[src/rtl/lis_ram.sv]
// Generic single write port, single read port RAM with registered read.
`default_nettype none
module lis_ram #(
  parameter int unsigned WIDTH = 8,
  parameter int unsigned DEPTH = 64
) (
  input  wire logic                     clk_i,
  input  wire logic                     we_i,
  input  wire logic [$clog2(DEPTH)-1:0] waddr_i,
  input  wire logic [WIDTH-1:0]         wdata_i,
  input  wire logic                     re_i,
  input  wire logic [$clog2(DEPTH)-1:0] raddr_i,
  output logic      [WIDTH-1:0]         rdata_o
);

  logic [WIDTH-1:0] mem_q [DEPTH];

  always_ff @(posedge clk_i) begin
    if (we_i) begin
      mem_q[waddr_i] <= wdata_i;
    end
    if (re_i) begin
      rdata_o <= mem_q[raddr_i];
    end
  end

endmodule
`default_nettype wire

[config.mk]
export PLATFORM = sky130hd
export DESIGN_NAME = lis_ram
export DESIGN_NICKNAME = d
export VERILOG_FILES = /design/src/rtl/lis_ram.sv
export SDC_FILE = /design/constraint.sdc
export NUM_CORES = 1
export LEC_CHECK = 0
export BUFFER_PORTS_ARGS = -buffer_cell sky130_fd_sc_hd__buf_2
export CAP_MARGIN = 20
export CORE_UTILIZATION = 27
export DETAILED_ROUTE_END_ITERATION = 12
export GPL_TIMING_DRIVEN = 0
export PLACE_DENSITY = 0.48
export SYNTH_ARGS = -nofsm -noshare
export SYNTH_HDL_FRONTEND = slang
export SYNTH_SLANG_ARGS = --single-unit
[constraint.sdc]
create_clock -name clk_i -period 2.5 [get_ports clk_i]
set_input_delay 0.5 -clock clk_i [delete_from_list [all_inputs] [get_ports clk_i]]
set_output_delay 0.5 -clock clk_i [all_outputs]
set_load 0.05 [all_outputs]
# ---- Word-level counts from Yosys, hierarchy flattened
# Memories as Yosys holds them, arrays and structs flattened. A register that Yosys moved wholly into a read port is not among the register bits.
# Cells that the tools add are included.
dict set report op_classes {
  n_mux 2
}
# operator n
set ops {}
lappend ops {{2-to-1 mux 1 bit} 2}
dict set report word_totals {
  reg_bits 0
  mem_bits_rw 512
  in_bits 23
  output_inout_bits 8
  elab_cells 3
  mem_count 1
}
# memory depth word_bits rd rd_ports_with_merged_regs wr line_no
set memory_table {}
lappend memory_table {mem_q 64 8 1 1 1 16} ;# logic [WIDTH-1:0] mem_q [DEPTH];

# ---- Longest topological paths before layout
dict set report depth {
  ltp_word 2
  ltp_mapped 9
  ltp_nobuf 5
}

# ---- Worst setup path before layout
# No wires, ideal clock.
dict set report synth_timing {
  path_kind {input-to-reg}
  from {in raddr_i[1]}
  to {reg rdata_o[3], read port of mem_q, data pin}
  setup_time_ns 0.266
  t_arrival_ns 2.040
  slack_ns 0.194
  path_stages 7
  path_buffers 3
  path_cell_list {buf_4 -> buf_2 -> buf_2 -> mux4_2 -> mux4_2 -> o21ai_1 -> o41ai_1}
}
# item line_no
set synth_lines {}
lappend synth_lines {{start: declaration} 12} ;# input wire logic [$clog2(DEPTH)-1:0] raddr_i,
lappend synth_lines {{end: declaration} 13} ;# output logic [WIDTH-1:0] rdata_o

==> run summary <==
The run gives 5 as the detailed-router iteration count before antenna repair. In this run, placement finished with an instance count of 1936. The kind of cell with the highest combined delay on the critical path is buffers and inverters.

Fill cells in the final layout number 7162. Data on the critical path is required at its endpoint by 2.80 ns. The clock latency on the worst-skew pair is 0.61 ns. Yosys printed 0 warnings.

The highest-delay cell along the critical path was sky130_fd_sc_hd__mux4_2. Post-synthesis sequential area ratio: 77.1%. The dominant cell by count in the synthesized netlist was sky130_fd_sc_hd__edfxtp_1. The detailed router finished its first iteration with 890 violations. For the total wirelength of the detailed-routed design, the log shows 52500 um. Entering global routing, the biggest net connects 65 pins. The count of H-tree levels built during CTS came out at 2. The tree is rooted in a sky130_fd_sc_hd__clkbuf_16. At the worst endpoint, the arrival time is 2.74 ns. The max-slew violation total from the final report is 0, and the final cell count without fillers is 2034. Of all nets on the critical path, the largest fanout is 10.

STA classifies the critical path endpoint as a flop. The tools report the clock tree skew after final layout as 0.0188 ns. In the final routed layout, each cell accounts on average for 25.8 um. The worst pin sits at a relative slew slack of 30.7%. The area fraction of the dominant cell type after synthesis was 77.1%. The sum of negative setup slack is 0 ns, and the sink count of the clock tree is 520. The floorplan has 100 rows.

In the routed design, unresolved DRC markers number 0. The number of buffers and inverters on the critical path is 4. Timing would allow up to 0.411 GHz.

For this design the static power due to leakage is 7.19 nW. Cell repeated most along the worst path: sky130_fd_sc_hd__buf_4. A synthesized cell averages 21.5 um^2. The tools report the total global routing track utilization as 13.9%. The worst-case IR drop observed on VDD is 478 uV. From synthesis to final layout, the design area changed by 16.4%.

After synthesis the cells add up to 20200 um^2. For the via count of the first global-routing pass, the log shows 9889. The number of buffers added on ports was 22; the ratio of routed vias to standard cells was 4.74. By count the netlist is led by sky130_fd_sc_hd__edfxtp_1, sky130_fd_sc_hd__mux4_2, sky130_fd_sc_hd__nor2_1, sky130_fd_sc_hd__mux2i_1, sky130_fd_sc_hd__nand2_1. At the end of routability-driven placement, the weighted congestion stood at 0.807.

Setup repair after global routing left no endpoint under its margin. The number of max-cap violations came out at 0. For the overall die area, the log shows 76100 um^2. The die extent in y is 276 um, and the count of state elements after synthesis is 520.

Detailed placement ended at an HPWL of 34200 um. After synthesis, the cell types taking the most area are sky130_fd_sc_hd__edfxtp_1, sky130_fd_sc_hd__mux4_2, sky130_fd_sc_hd__nor2_1. The logs give 0.0655 ns for the final critical-path setup slack and 39 for the post-synthesis cell type count. The flow ran to the end, and the final reports show no timing, DRC or antenna violations. Synthesis handed over a netlist of 940 instances. The region available for standard cell placement spans 74300 um^2. Counting flops with an async set or reset pin after synthesis yields a share of 0%.

Dividing the final minimum period by the clock period gives 97.4%. The logs give 0 for the setup violation total in the final timing report and 50 for the number of buffers created by CTS. The width of the die is 276 um. The tools report the number of antenna violations at the first check in global routing as 5. TritonCTS built the clock tree.

The largest total area in the synthesized netlist belongs to sky130_fd_sc_hd__edfxtp_1. The synthesized design contains 520 enable-type register cells. After clock tree synthesis, the clock-pin slew on the worst setup and hold paths is 0.06 ns. The net count after synthesis is 963, and the I/O pin count is 31. The count of nets left with antenna violations once routing finished came out at 0.

Power spread over the standard cell area amounts to 800 nW/um^2. For the final hold violation count, the log shows 0. The tools report the detailed-route via count as 9634. The classification of the worst setup path is in -> reg.

The clock passes through at most 3 buffers. OpenSTA, run right after detailed placement, puts the worst setup slack at -1.27 ns. Cells fill 31.7% of the core in the end. STA classifies the critical path startpoint as an input port. The placement-stage cell area was 21600 um^2; the area of all placed cells without fillers was 23600 um^2. Walking the worst path, the cells encountered are buf_4, buf_6, buf_4, buf_4, mux4_2, mux2i_1, a21oi_1, o21ai_0, nand2_1. Among all flip-flop cells after synthesis, the most frequent one is sky130_fd_sc_hd__edfxtp_1.

Cells with a size suffix above 1 make up 27.2% of the layout. The effective utilization at floorplan is 27.2%, and the final layout net count is 1045. The tools report the wire length of the first global-routing pass as 73900 um.

In this run the post-CTS setup repair buffer count came out at 0. The worst-margin pin slew was 1.04 ns. The worst hold path belongs to the class in -> reg.

For the finished layout, the period the worst path requires is 2.43 ns. On the worst path, the slowest cell contributes a delay of 0.35 ns. The total overflow reported by the global router was 0.
[sequential cells by signal (all words and copies together), names as in the netlist]
register,cells
mem_q,512
rdata_o,8
[cell type report]
class	instances	area (um^2)	share of cell area, %
multi-input cells	369	4350	18.5
flip-flops and latches	520	15600	66.3
repair buffers	32	293	1.24
well taps	969	1210	5.15
clock inverters	38	454	1.93
plain buffers	49	333	1.41
clock buffers	56	1290	5.50
diodes	1	2.50	0.0106
[report_power, final]
part           switching [mW]  internal [mW]
Sequential             0.0137           9.66
Clock                    3.32           4.78
Combinational           0.687          0.372
Total                    4.02           14.8
[final timing paths]
check	startpoint	end	slack, ns	cells past startpoint
worst max-delay path	raddr_i[1]	rdata_o[7]$_DFFE_PP_	0.07	9
worst max register to register	mem_q[21][6]$_DFFE_PP_	rdata_o[6]$_DFFE_PP_	0.16	5
worst min register to register	mem_q[23][1]$_DFFE_PP_	rdata_o[1]$_DFFE_PP_	1.08	4
worst min-delay path	re_i	rdata_o[1]$_DFFE_PP_	0.24	1
[cells in the final DEF (no fill, tap or decap), types with 3 or more instances in the layout]
cell / count
sky130_fd_sc_hd__a211oi_1: 4
sky130_fd_sc_hd__a21oi_1: 3
sky130_fd_sc_hd__a221oi_1: 6
sky130_fd_sc_hd__a22oi_1: 3
sky130_fd_sc_hd__buf_12: 9
sky130_fd_sc_hd__buf_2: 27
sky130_fd_sc_hd__buf_4: 19
sky130_fd_sc_hd__buf_6: 5
sky130_fd_sc_hd__bufinv_16: 10
sky130_fd_sc_hd__clkbuf_1: 18
sky130_fd_sc_hd__clkbuf_16: 51
sky130_fd_sc_hd__clkbuf_2: 4
sky130_fd_sc_hd__clkinv_1: 13
sky130_fd_sc_hd__clkinv_2: 9
sky130_fd_sc_hd__clkinvlp_4: 3
sky130_fd_sc_hd__edfxtp_1: 520
sky130_fd_sc_hd__mux2_2: 13
sky130_fd_sc_hd__mux2i_1: 22
sky130_fd_sc_hd__mux4_2: 126
sky130_fd_sc_hd__nand2_1: 19
sky130_fd_sc_hd__nand2b_1: 7
sky130_fd_sc_hd__nand3_1: 12
sky130_fd_sc_hd__nand3b_1: 3
sky130_fd_sc_hd__nor2_1: 83
sky130_fd_sc_hd__nor2b_1: 14
sky130_fd_sc_hd__nor3_1: 7
sky130_fd_sc_hd__o2111ai_1: 3
sky130_fd_sc_hd__o221ai_1: 8
sky130_fd_sc_hd__o22ai_1: 8
sky130_fd_sc_hd__o2bb2ai_1: 3
[per-layer routing]
layer | track usage [%] | vias up | share of wire, %
met2 | 22.3 | 270 | 48
li1 | - | 4109 | -
met1 | 18.6 | 5168 | 43
met5 | 0 | - | 0.078
met3 | 3.43 | 79 | 6.4
met4 | 4.24 | 8 | 2.5
[per-stage QoR]
step	power, mW	hold WS, ns
after floorplan	10.4	0.599
after global placement	10.9	0.843
after detailed placement	10.9	0.852
after CTS	19.0	0.219
after global routing	19.3	0.235
final	18.8	0.244
[worst register-to-register path: cells and delay by family (launching register included)]
kind / cells / cell delay (ns)
flip-flops: 1 / 0.36
multiplexers: 2 / 0.78
AND/OR/NAND/NOR: 1 / 0.42
AO/OA/AOI/OAI: 2 / 0.49
[cell families after synthesis]
logic type	Yosys count	synth area share, %
and+or+nand+nor	153	3.37
DFF	520	77.1
AOI/OAI and AO/OA	54	2.06
muxes	162	15.9
buffers and inverters	51	1.56
[repair_timing]
item                       CTS  global route
hold buffers                 0             0
gates resized for setup     16             6
setup endpoints to repair    8             7
hold endpoints to repair     0             0
(Power assumes the default switching activity.)
