**src/rtl/lis_pkg.sv**
```systemverilog
// Shared types and constants for the longest increasing subsequence block.
`default_nettype none
package lis_pkg;

  localparam int unsigned VAL_W            = 32;
  localparam int unsigned POS_W            = 6;
  localparam int unsigned LEN_W            = 7;
  localparam int unsigned LINK_W           = 7;
  localparam int unsigned MAX_ELEMENTS_DEF = 64;

  localparam logic [LINK_W-1:0] NO_LINK = 7'h7F;
  localparam logic [VAL_W-1:0]  VAL_LO  = 32'h8000_0000;
  localparam logic [VAL_W-1:0]  VAL_HI  = 32'h7FFF_FFFF;

  typedef enum logic [1:0] {
    ST_IDLE,
    ST_WALK,
    ST_READ,
    ST_SHOW
  } lis_state_e;

  // passed from each cell to the next one up
  typedef struct packed {
    logic              le;
    logic              eq;
    logic [LINK_W-1:0] link;
  } lis_nbr_t;

  // per-cell report to the top level
  typedef struct packed {
    logic              wr;
    logic              ext;
    logic              top;
    logic [LINK_W-1:0] link;
  } lis_cell_out_t;

endpackage
`default_nettype wire

```
**src/rtl/lis_cell.sv**
```systemverilog
// One tail slot: holds the smallest tail value and its position for one length.
`default_nettype none
module lis_cell
  import lis_pkg::*;
#(
  parameter int unsigned IDX   = 0,
  parameter int unsigned CNT_W = 7
) (
  input  wire logic                 clk_i,
  input  wire logic                 take_i,
  input  wire logic [VAL_W-1:0]     value_i,
  input  wire logic [POS_W-1:0]     wpos_i,
  input  wire logic [CNT_W-1:0]     best_i,
  input  wire lis_nbr_t             prev_i,
  output lis_nbr_t                  next_o,
  output lis_cell_out_t             out_o
);

  logic [VAL_W-1:0] tail_q;
  logic [POS_W-1:0] pos_q;
  logic             valid;
  logic             valid_up;
  logic             le;
  logic             wr;

  assign valid    = best_i > CNT_W'(IDX);
  assign valid_up = best_i > CNT_W'(IDX + 1);
  assign le       = valid && ($signed(tail_q) <= $signed(value_i));

  // insertion point: everything below is < value, this slot is > value or empty
  assign wr = take_i && prev_i.le && !le && !prev_i.eq;

  assign next_o.le   = le;
  assign next_o.eq   = valid && (tail_q == value_i);
  assign next_o.link = LINK_W'(pos_q);

  assign out_o.wr   = wr;
  assign out_o.ext  = wr && !valid;
  assign out_o.top  = wr && !valid_up;
  assign out_o.link = wr ? prev_i.link : '0;

  always_ff @(posedge clk_i) begin
    if (wr) begin
      tail_q <= value_i;
      pos_q  <= wpos_i;
    end
  end

endmodule
`default_nettype wire

```
**config.mk**
```make
export PLATFORM = sky130hd
export DESIGN_NAME = lis_cell
export DESIGN_NICKNAME = d
export VERILOG_FILES = /design/src/rtl/lis_pkg.sv /design/src/rtl/lis_cell.sv
export SDC_FILE = /design/constraint.sdc
export NUM_CORES = 1
export LEC_CHECK = 0
export BUFFER_PORTS_ARGS = -buffer_cell sky130_fd_sc_hd__buf_2
export CAP_MARGIN = 5
export CORE_MARGIN = 1.5
export CORE_UTILIZATION = 45
export DETAILED_ROUTE_END_ITERATION = 6
export PLACE_DENSITY = 0.76
export SYNTH_ARGS = -nofsm -noshare
export SYNTH_HDL_FRONTEND = slang
export SYNTH_SLANG_ARGS = --single-unit
```
**constraint.sdc**
```tcl
create_clock -name clk_i -period 7 [get_ports clk_i]
set_input_delay 1.4 -clock clk_i [delete_from_list [all_inputs] [get_ports clk_i]]
set_output_delay 1.4 -clock clk_i [all_outputs]
set_load 0.05 [all_outputs]
```
Yosys cells after proc, flatten, opt, wreduce, memory -nomap -nowiden

Cells that the tools add are included.

Register bits after elaboration: 38
Input bits: 56
Output and inout port bits: 19
Word-level logic and storage cells: 18

Order comparisons: 3
Equality and inequality tests: 1
Mux-type cells: 1
Reduce and logical (&&, ||, !) cells: 11

Operators with widths:

| kind                 | count |
|---|---|
| $eq A32 B32 Y1       | 1 |
| $le A32 B32 Y1       | 1 |
| $gt A7 B1 Y1 const B | 2 |
| $logic_and A1 B1 Y1  | 7 |
| $mux W7              | 1 |
| $logic_not A1 Y1     | 4 |

Longest topological paths before layout

Gate-level depths: netlist (run 1).

Depth after elaboration: 6
Depth in mapped cells: 9
Depth with buffers taken out: 8

Least setup slack after synthesis (run 1)

OpenSTA, ideal clock, no wires.

Kind: input port to output port
Start: in best_i[2]
End: out out_o[9] in the netlist's numbering
Arrival: 6.035 ns
Required time: 5.600 ns
Setup slack: -0.435 ns
Stages on the path: 7
Buffers on the path: 1
Cell sequence: or4_4 or4_4 and2_1 nand4_1 o21ai_1 nor3_1 buf_4

Cells in the longest elaborated chain, start to end: 5

Ends and longest elaborated chain:

| element                          | line           | RTL |
|---|---|---|
| start: declaration               | lis_cell.sv:13 | `input wire logic [CNT_W-1:0] best_i,` |
| $gt A7 B1 Y1                     | lis_cell.sv:26 | `assign valid = best_i > CNT_W'(IDX);` |
| $logic_and A1 B1 Y1              | lis_cell.sv:28 | `assign le = valid && ($signed(tail_q) <= $signed(value_i));` |
| $logic_not A1 Y1                 | lis_cell.sv:31 | `assign wr = take_i && prev_i.le && !le && !prev_i.eq;` |
| $logic_and A1 B1 Y1 (2 in a row) | lis_cell.sv:31 |  |
| end: declaration                 | lis_cell.sv:16 | `output lis_cell_out_t out_o` |

Every way passes these cells.

==> results_dict.tcl, run 1 <==
set metrics [dict create \
    rsz0062_at_grt "no" \
    cts_htree_levels 2 \
    dieArea_mm2 0.00522 \
    clk_pin_slew_ns 0.08 \
    crit_start "value_i[31]" \
    io_pins 75 \
    postCtsHoldBufs 0 \
    postLayoutCoreUtil 0.570 \
    numPortBuffers 73 \
    endpoint_kind "output port" \
    fin_crit_sh 0.736 \
    syn_inst 188 \
    arrival_ns 3.76 \
    layout_common_cells "buf_2 (73), edfxtp_1 (38), inv_1 (34), ha_1 (32)" \
    cts.sinks 38 \
    seq_area_mm2 0.00114 \
    required_ns 5.60 \
    final_common_cell "buf_2" \
    syn-num-nets 276 \
    grt_overflow 0 \
    postRouteAntennaNets 0 \
    slew_violations 0 \
    drc 0 \
    drive_gt1_frac 0.320 \
    root_buffer "clkbuf_8" \
    cts_tree "built" \
    start_util 0.463 \
    clk_latency_ns 0.29 \
    grtUsageTotal 0.172 \
    r2r-end "tail_q[29]$_DFFE_PP_" \
    r2r-start "tail_q[31]$_DFFE_PP_" \
    relSlewSlack 0.530 \
    post_cts_buffers 0 \
    grt_max_degree 39 \
    yosys_warnings 0 \
    place_congestion 0.716 \
    diodes 0 \
    die_h_um 72.2 \
    r2r_setup_slack_ns 3.86 \
    synth_top_area_share 0.529 \
    maxCapViolCount 0 \
    worstMarginPinSlew_ns 0.700 \
    hp-start "wpos_i[1]" \
    nFillCells 410 \
    antenna_found_initial 0 \
    dr.first_iter.drc_count 91 \
    grt_pass1_vias 1573 \
    fp.dieW_um 72.2 \
    core-area_mm2 0.00466 \
    rows 25 \
    vdd_drop_max_mv 0.151 \
    syn_to_final_growth_pct 23.1 \
    syn_area_mm2 0.00216 \
    synth_area_leader_cell "edfxtp_1" \
    crit_end "out_o[9]" \
    status "completed" \
    clock.fmax_mhz 194 \
    wl_per_cell_um 12.7 \
    hold_ws_ns 1.28 \
    multi_input_area_um2 866 \
    cts_inserted_buffers 5 \
    grt_pass1_wl_um 6800 \
    avgSynthCellArea_um2 11.5 \
    cts_resized 0 \
    setup_viol 0 \
    nets 353 \
    reg2regPathDepth 7 \
    ys_seq_area_frac 0.529 \
    crit_type "in2out" \
    vias 1599 \
    ys_ff_latch 38 \
    p_leak_nw 1.29 \
    total_power_mw 0.472 \
    synth_area_leaders "edfxtp_1 (53%), ha_1 (19%), inv_1 (5.9%), a21oi_1 (3.0%), nand4_1 (2.3%)" \
    fin_worst_skew_ns 0.00791 \
    hold_class "in2reg" \
    crit_path_start_kind "input pin" \
    clock_path_buffers 2 \
    synth_cell_types 33 \
    period_minus_slack_ns 5.16 \
    p_per_area_mw_per_mm2 178 \
    finalSetupTns_ns 0 \
    drtPass1Iterations 4 \
    fin_area_mm2 0.00266 \
    routed_wl_um 4060 \
    finalHoldViolCount 0 \
    crit_fanout 9 \
    hpwl_um 3290 \
    place_area_mm2 0.00257 \
    via_per_inst 5.00 \
]
state kept, by name, summed over array words and instances (netlist names):
name / cells
tail_q: 32
pos_q: 6
cells by family (layout without fill, tap and decap cells):
kind of cell    count (synthesis)  count (layout)  synth area share
fa+ha+maj                      32              32             0.186
buf+inv                        38             116            0.0748
flops                          38              38             0.529
other cells                     1               1           0.00174
simple gates                   51              51             0.129
compound gates                 28              28            0.0800
stage by stage:
stage          cells  setup slack [ns]
2_1_floorplan    188             0.797
3_3_place_gp     312              1.86
3_5_place_dp     312              1.82
4_1_cts          320              1.81
5_1_grt          320              1.62
6_report         320              1.84
where the power goes:
| group | leakage, nW | switching (mW) | internal (mW) |
|---|---|---|---|
| logic | 0.902 | 0.0424 | 0.0289 |
| registers | 0.346 | 0.00148 | 0.257 |
| clock network | 0.0426 | 0.0741 | 0.0685 |
area by class of cell:
class	instances	area share
Sequential cell	38	0.430
Clock inverter	2	0.00330
Inverter	34	0.0480
Tap cell	54	0.0254
Multi-Input combinational cell	112	0.326
Clock buffer	6	0.0273
Timing Repair Buffer	74	0.140
synthesized netlist by cell type (all sizes together):
| library cell | n |
|---|---|
| and2b | 1 |
| nor2b | 1 |
| nand2b | 3 |
| buf | 4 |
| a31o | 1 |
| nor4b | 1 |
| a211oi | 1 |
| and4 | 1 |
| o21a | 1 |
| ha | 32 |
| nand3 | 4 |
| o211ai | 1 |
| conb | 1 |
| and2 | 1 |
| o41a | 1 |
| a21boi | 1 |
| nand3b | 1 |
| inv | 34 |
| o21ai | 5 |
| edfxtp | 38 |
| a221oi | 1 |
| nand2 | 13 |
| nor2 | 9 |
| nor4 | 1 |
| a21oi | 13 |
| nand4 | 9 |
| or4 | 2 |
| o31a | 1 |
| nor3 | 4 |
| a21o | 2 |
metal layers:
metal  part of all wire  track usage  up-vias  routed length [um]
met1               0.43        0.203      726                1760
li1                   -            -      825                   -
met4              0.013       0.0566        0                  53
met3              0.042       0.0500        7                 171
met2               0.51        0.302       41                2070
met5                  0            0        -                   0
worst max-delay path, cell delays in order:
cell     delay, ns
buf_2         0.08
inv_1         0.04
ha_1          0.36
nand4_1       0.17
nor4_1        0.53
o41a_1        0.30
o21ai_1       0.27
nor3_4        0.30
buf_2         0.30
worst min-delay path by stage:
stage	end	slack, ns	depth (start not counted)
finish	pos_q[1]$_DFFE_PP_	1.28	1
global route	pos_q[0]$_DFFE_PP_	1.26	1
CTS	pos_q[1]$_DFFE_PP_	1.27	1
detailed placement	tail_q[12]$_DFFE_PP_	1.51	6
global placement	tail_q[7]$_DFFE_PP_	1.50	6
floorplan	pos_q[0]$_DFFE_PP_	1.50	0
Note: power is estimated with default switching activity, not from simulation.
==> inputs of run 2 (changes only) <==
--- a/config.mk
+++ b/config.mk
@@ -5,12 +5,13 @@
 export SDC_FILE = /design/constraint.sdc
 export NUM_CORES = 1
 export LEC_CHECK = 0
+export ABC_AREA = 1
 export BUFFER_PORTS_ARGS = -buffer_cell sky130_fd_sc_hd__buf_2
 export CAP_MARGIN = 5
 export CORE_MARGIN = 1.5
 export CORE_UTILIZATION = 45
 export DETAILED_ROUTE_END_ITERATION = 6
-export PLACE_DENSITY = 0.76
+export PLACE_DENSITY = 0.73
 export SYNTH_ARGS = -nofsm -noshare
 export SYNTH_HDL_FRONTEND = slang
 export SYNTH_SLANG_ARGS = --single-unit
==> constraint.sdc (replaced) <==
create_clock -name clk_i -period 4.9 [get_ports clk_i]
set_input_delay 0.98 -clock clk_i [delete_from_list [all_inputs] [get_ports clk_i]]
set_output_delay 0.98 -clock clk_i [all_outputs]
set_load 0.05 [all_outputs]
==> run 2 against run 1 <==
Compared with the run above: total power grew 53%; non-clock buffer count is the same; area after synthesis grew 1.5%; sequential power grew 42%; critical path depth grew 7; worst hold slack lost 0.42 ns.
==> results_dict.tcl, run 2 <==
set metrics [dict create \
    met3_usage 0.0470 \
    clk_pin_slew_ns 0.08 \
    endpoint_kind "output port" \
    worst_path_most_repeated_cell "nand2_1" \
    synth_compound_area_frac 0.0469 \
    antenna_found_initial 0 \
    largest_register_ffs 32 \
    yosysMostFrequentCell "inv_1" \
    post_cts_buffers 0 \
    clock_path_buffers 2 \
    hp-start "wpos_i[2]" \
    hpwl_um 2920 \
    slowest_delay_ns 0.28 \
    grt_overflow 0 \
    drc 0 \
    crit_buf_inv 4 \
    largestRegisters "tail_q: 32 flops, pos_q: 6 flops" \
    cts_htree_levels 2 \
    wl_per_cell_um 10.7 \
    yosys_warnings 0 \
    multi_input_area_um2 818 \
    synth_top_area_share 0.521 \
    grt_max_degree 39 \
    r2r-start "tail_q[15]$_DFFE_PP_" \
    setup_viol 0 \
    via_per_inst 4.57 \
    ys_seq_area_frac 0.521 \
    postCtsHoldBufs 0 \
    cts_inserted_buffers 5 \
    finalHoldViolCount 0 \
    postRouteAntennaNets 0 \
    arrival_ns 2.69 \
    crit_start "value_i[15]" \
    vdd_drop_max_mv 0.187 \
    async_flop_share 0 \
    fp.dieW_um 72.7 \
    dr.first_iter.drc_count 49 \
    synth_ff_type "edfxtp_1" \
    synth_top_family_by_area "adder cells" \
    nFillCells 433 \
    r2r-end "tail_q[27]$_DFFE_PP_" \
    syn-num-nets 305 \
    min_path_cells 1 \
    vias 1601 \
    r2r_setup_slack_ns 2.37 \
    clock.fmax_mhz 272 \
    io_pins 75 \
    crit_chain "buf_2, inv_1, ha_1, nand2_1, nor2_1, nand4_1, inv_1, nand2_1, nand2_1, nand2_1, nand2_1, nand2_1, nand3_2, nand3_4, nor2_1, buf_2" \
    fin_worst_skew_ns 0.00370 \
    synth.mux.area_fraction 0 \
    drive_gt1_frac 0.294 \
    nets 383 \
    ys_ff_latch 38 \
    regMostFlops "tail_q" \
    hold_class "in2reg" \
    start_util 0.466 \
    grt_pass1_vias 1447 \
    synth_area_leaders "edfxtp_1 (52%), ha_1 (18%), inv_1 (9.4%), nand2_1 (6.3%), a21oi_1 (3.2%)" \
    crit_type "in2out" \
    syn_to_final_growth_pct 24.1 \
    die_h_um 72.7 \
    diodes 0 \
    finalSetupTns_ns 0 \
    synth.top_cells.by_count "inv_1 (55), edfxtp_1 (38), nand2_1 (37), ha_1 (32), nor2_1 (16)" \
    slowest_stage "ha_1" \
    cts_tree "built" \
    worstHoldEndpoint "pos_q[2]$_DFFE_PP_" \
    status "completed" \
    top_usage_layer "met2" \
    p_per_area_mw_per_mm2 267 \
    place_ws_ns 1.18 \
    synth_fa_ha_area_frac 0.183 \
    layout_common_cells "buf_2 (73), inv_1 (55), edfxtp_1 (38), nand2_1 (37), ha_1 (32)" \
    synth_cell_types 19 \
    use_met1 0.173 \
    synth_edf_count 38 \
    drtPass1Iterations 6 \
    routed_wl_um 3730 \
    seq_area_mm2 0.00114 \
    slew_violations 0 \
    rsz0062_at_grt "no" \
    crit_path_start_kind "input pin" \
    period_minus_slack_ns 3.67 \
    core-area_mm2 0.00469 \
    grtUsageTotal 0.151 \
    numPortBuffers 73 \
    place_congestion 0.687 \
    fin_crit_sh 0.750 \
    use_met2 0.262 \
    reg2regPathDepth 14 \
    crit_family "simple AND/OR/NAND/NOR gates" \
    final_common_cell "buf_2" \
    crit_fanout 9 \
    p_leak_nw 1.44 \
    required_ns 3.92 \
    rows 25 \
    setup_ws_ns 1.23 \
    maxCapViolCount 0 \
    synth_area_leader_cell "edfxtp_1" \
    root_buffer "clkbuf_8" \
    synth_xor_area_frac 0 \
    synth-simple-area-share 0.142 \
    cts_resized 0 \
    dieArea_mm2 0.00529 \
    cts.sinks 38 \
    grt_pass1_wl_um 6060 \
    clk_latency_ns 0.29 \
    syn_inst 217 \
    syn_area_mm2 0.00219 \
    avgSynthCellArea_um2 10.1 \
]
==> run 2: cell types whose count changed after synthesis, sizes merged, moves of 2 or more <==
cell / delta
or4: -2
nand2b: -3
o21ai: -3
nor2: +9
nand4: -7
nand3: +4
nand2: +24
nor3: -2
inv: +21
==> run 2: cell type report <==
cell class                 count  share of cell area
clock inverter                 3              0.0147
clock buffer                   5              0.0253
tap                           54              0.0249
multi-input combinational    121               0.301
sequential                    38               0.420
inverter                      55              0.0760
timing repair buffer          74               0.137
==> run 2: cell families (layout without fill, tap and decap cells) <==
logic type / Yosys count / after routing
compound gates: 19 / 19
fa+ha+maj: 32 / 32
buf+inv: 58 / 137
flops: 38 / 38
other cells: 1 / 1
simple gates: 69 / 69
==> run 2: through the flow <==
step           hold slack [ns]  cells   util  instance area (um^2)  power [mW]
3_3_place_gp              1.16    342  0.555                  2610       0.470
6_report                 0.861    350  0.579                  2720       0.725
4_1_cts                  0.844    350  0.579                  2720       0.740
5_1_grt                  0.838    350  0.579                  2720       0.763
3_5_place_dp              1.16    342  0.555                  2610       0.472
2_1_floorplan             1.08    217      -                  2190       0.437
==> run 2: how the worst max path moves through the flow <==
stage,cells after the start,slack [ns],end
floorplan,12,0.52,out_o[9]
global placement,16,1.21,out_o[9]
finish,16,1.23,out_o[5]
detailed placement,16,1.18,out_o[9]
global route,16,0.95,out_o[6]
CTS,16,1.17,out_o[9]
==> run 2: per-layer routing <==
metal / vias to the layer above / wire length [um]
li1: 855 / -
met1: 708 / 1600
met2: 31 / 1920
met3: 7 / 166
met4: 0 / 46
met5: - / 0
==> run 2: report_power, final <==
group          total, mW  switching (mW)  internal (mW)
clock network      0.261           0.111          0.150
registers          0.368         0.00182          0.366
logic             0.0962          0.0567         0.0395
==> inputs of run 3 (changes only) <==
==> constraint.sdc (replaced) <==
create_clock -name clk_i -period 3.8 [get_ports clk_i]
set_input_delay 0.76 -clock clk_i [delete_from_list [all_inputs] [get_ports clk_i]]
set_output_delay 0.76 -clock clk_i [all_outputs]
set_load 0.05 [all_outputs]
==> run 3 against run 2 <==
Compared with the run above: first-iteration DRC count up 14%; global-route usage up 0.37 points; largest power group unchanged; highest routed layer unchanged; sequential power up 29%.
==> results_dict.tcl, run 3 (synthesis results as in run 2) <==
set metrics [dict create \
    grt_max_degree 39 \
    slowest_delay_ns 0.28 \
    crit_family "simple AND/OR/NAND/NOR gates" \
    status "completed" \
    crit_type "in2out" \
    clk_pin_slew_ns 0.07 \
    dieArea_mm2 0.00529 \
    regMostFlops "tail_q" \
    grt_pass1_wl_um 6150 \
    cts_htree_levels 2 \
    slew_violations 0 \
    vdd_drop_max_mv 0.215 \
    seq_area_mm2 0.00114 \
    grt_pass1_vias 1432 \
    wl_per_cell_um 10.2 \
    syn_to_final_growth_pct 24.2 \
    crit_buf_inv 5 \
    core-area_mm2 0.00469 \
    root_buffer "clkbuf_8" \
    endpoint_kind "output port" \
    grtUsageTotal 0.155 \
    nFillCells 423 \
    slowest_stage "ha_1" \
    fin_crit_sh 0.868 \
    crit_fanout 9 \
    post_cts_buffers 0 \
    hold_class "in2reg" \
    cts_inserted_buffers 5 \
    place_ws_ns 0.466 \
    crit_path_start_kind "input pin" \
    numPortBuffers 73 \
    vias 1569 \
    via_per_inst 4.50 \
    multi_input_area_um2 823 \
    fin_worst_skew_ns 0.00334 \
    maxCapViolCount 0 \
    drive_gt1_frac 0.292 \
    finalSetupTns_ns 0 \
    final_common_cell "buf_2" \
    clock_path_buffers 2 \
    setup_viol 0 \
    arrival_ns 2.54 \
    postCtsHoldBufs 0 \
    crit_chain "buf_2, inv_1, ha_1, nand2_1, nor2_1, nand4_1, nor4_2, nand2_1, nor2_4, inv_1, nand3_4, clkinvlp_4, buf_2" \
    cts_tree "built" \
    diodes 0 \
    required_ns 3.04 \
    period_minus_slack_ns 3.30 \
    layout_common_cells "buf_2 (73), inv_1 (54), edfxtp_1 (38), nand2_1 (37), ha_1 (32)" \
    grt_overflow 0 \
    antenna_found_initial 0 \
    finalHoldViolCount 0 \
    cts_resized 0 \
    dr.first_iter.drc_count 56 \
    die_h_um 72.7 \
    fp.dieW_um 72.7 \
    clock.fmax_mhz 303 \
    io_pins 75 \
    drtPass1Iterations 4 \
    rsz0062_at_grt "no" \
    cts.sinks 38 \
    place_congestion 0.749 \
    hpwl_um 2800 \
    drc 0 \
    start_util 0.466 \
    largestRegisters "tail_q: 32 flops, pos_q: 6 flops" \
    p_leak_nw 1.42 \
    postRouteAntennaNets 0 \
    nets 383 \
    rows 25 \
    p_per_area_mw_per_mm2 340 \
    routed_wl_um 3560 \
    setup_ws_ns 0.500 \
    clk_latency_ns 0.29 \
    largest_register_ffs 32 \
]
run 3: metal layers:
metal	vias up	GRT usage	routed length [um]
met3	6	0.0497	156
met2	28	0.263	1810
met5	-	0	0
met1	680	0.182	1530
met4	0	0.0629	63
li1	855	-	-
run 3: path summary, 6_finish.rpt:
kind / start / end / slack, ns / cells after the start
worst max-delay path: value_i[15] / out_o[9] / 0.50 / 13
worst max register to register: tail_q[15]$_DFFE_PP_ / tail_q[28]$_DFFE_PP_ / 1.25 / 14
worst min-delay path: wpos_i[1] / pos_q[1]$_DFFE_PP_ / 0.64 / 1
worst min register to register: tail_q[31]$_DFFE_PP_ / tail_q[21]$_DFFE_PP_ / 1.51 / 7
run 3: metrics by stage:
| stage | power [mW] | std cells | hold slack (ns) | util | area, um^2 |
|---|---|---|---|---|---|
| after CTS | 0.940 | 349 | 0.626 | 0.579 | 2720 |
| final | 0.924 | 349 | 0.643 | 0.579 | 2720 |
| after global placement | 0.606 | 342 | 0.937 | 0.557 | 2620 |
| after floorplan | 0.563 | 217 | 0.859 | - | 2200 |
| after detailed placement | 0.609 | 342 | 0.939 | 0.557 | 2620 |
| after global routing | 0.975 | 349 | 0.618 | 0.579 | 2720 |
run 3: cell type report:
type / count / area share
clock inverters: 2 / 0.0124
repair buffers: 74 / 0.137
clock buffers: 5 / 0.0253
inverters: 55 / 0.0773
multi-input cells: 121 / 0.303
well taps: 54 / 0.0249
flip-flops and latches: 38 / 0.420
run 3: power breakdown:
part	leakage [nW]	internal [mW]	switching, mW
clock	0.0517	0.190	0.137
combinational	1.02	0.0508	0.0726
sequential	0.345	0.472	0.00209
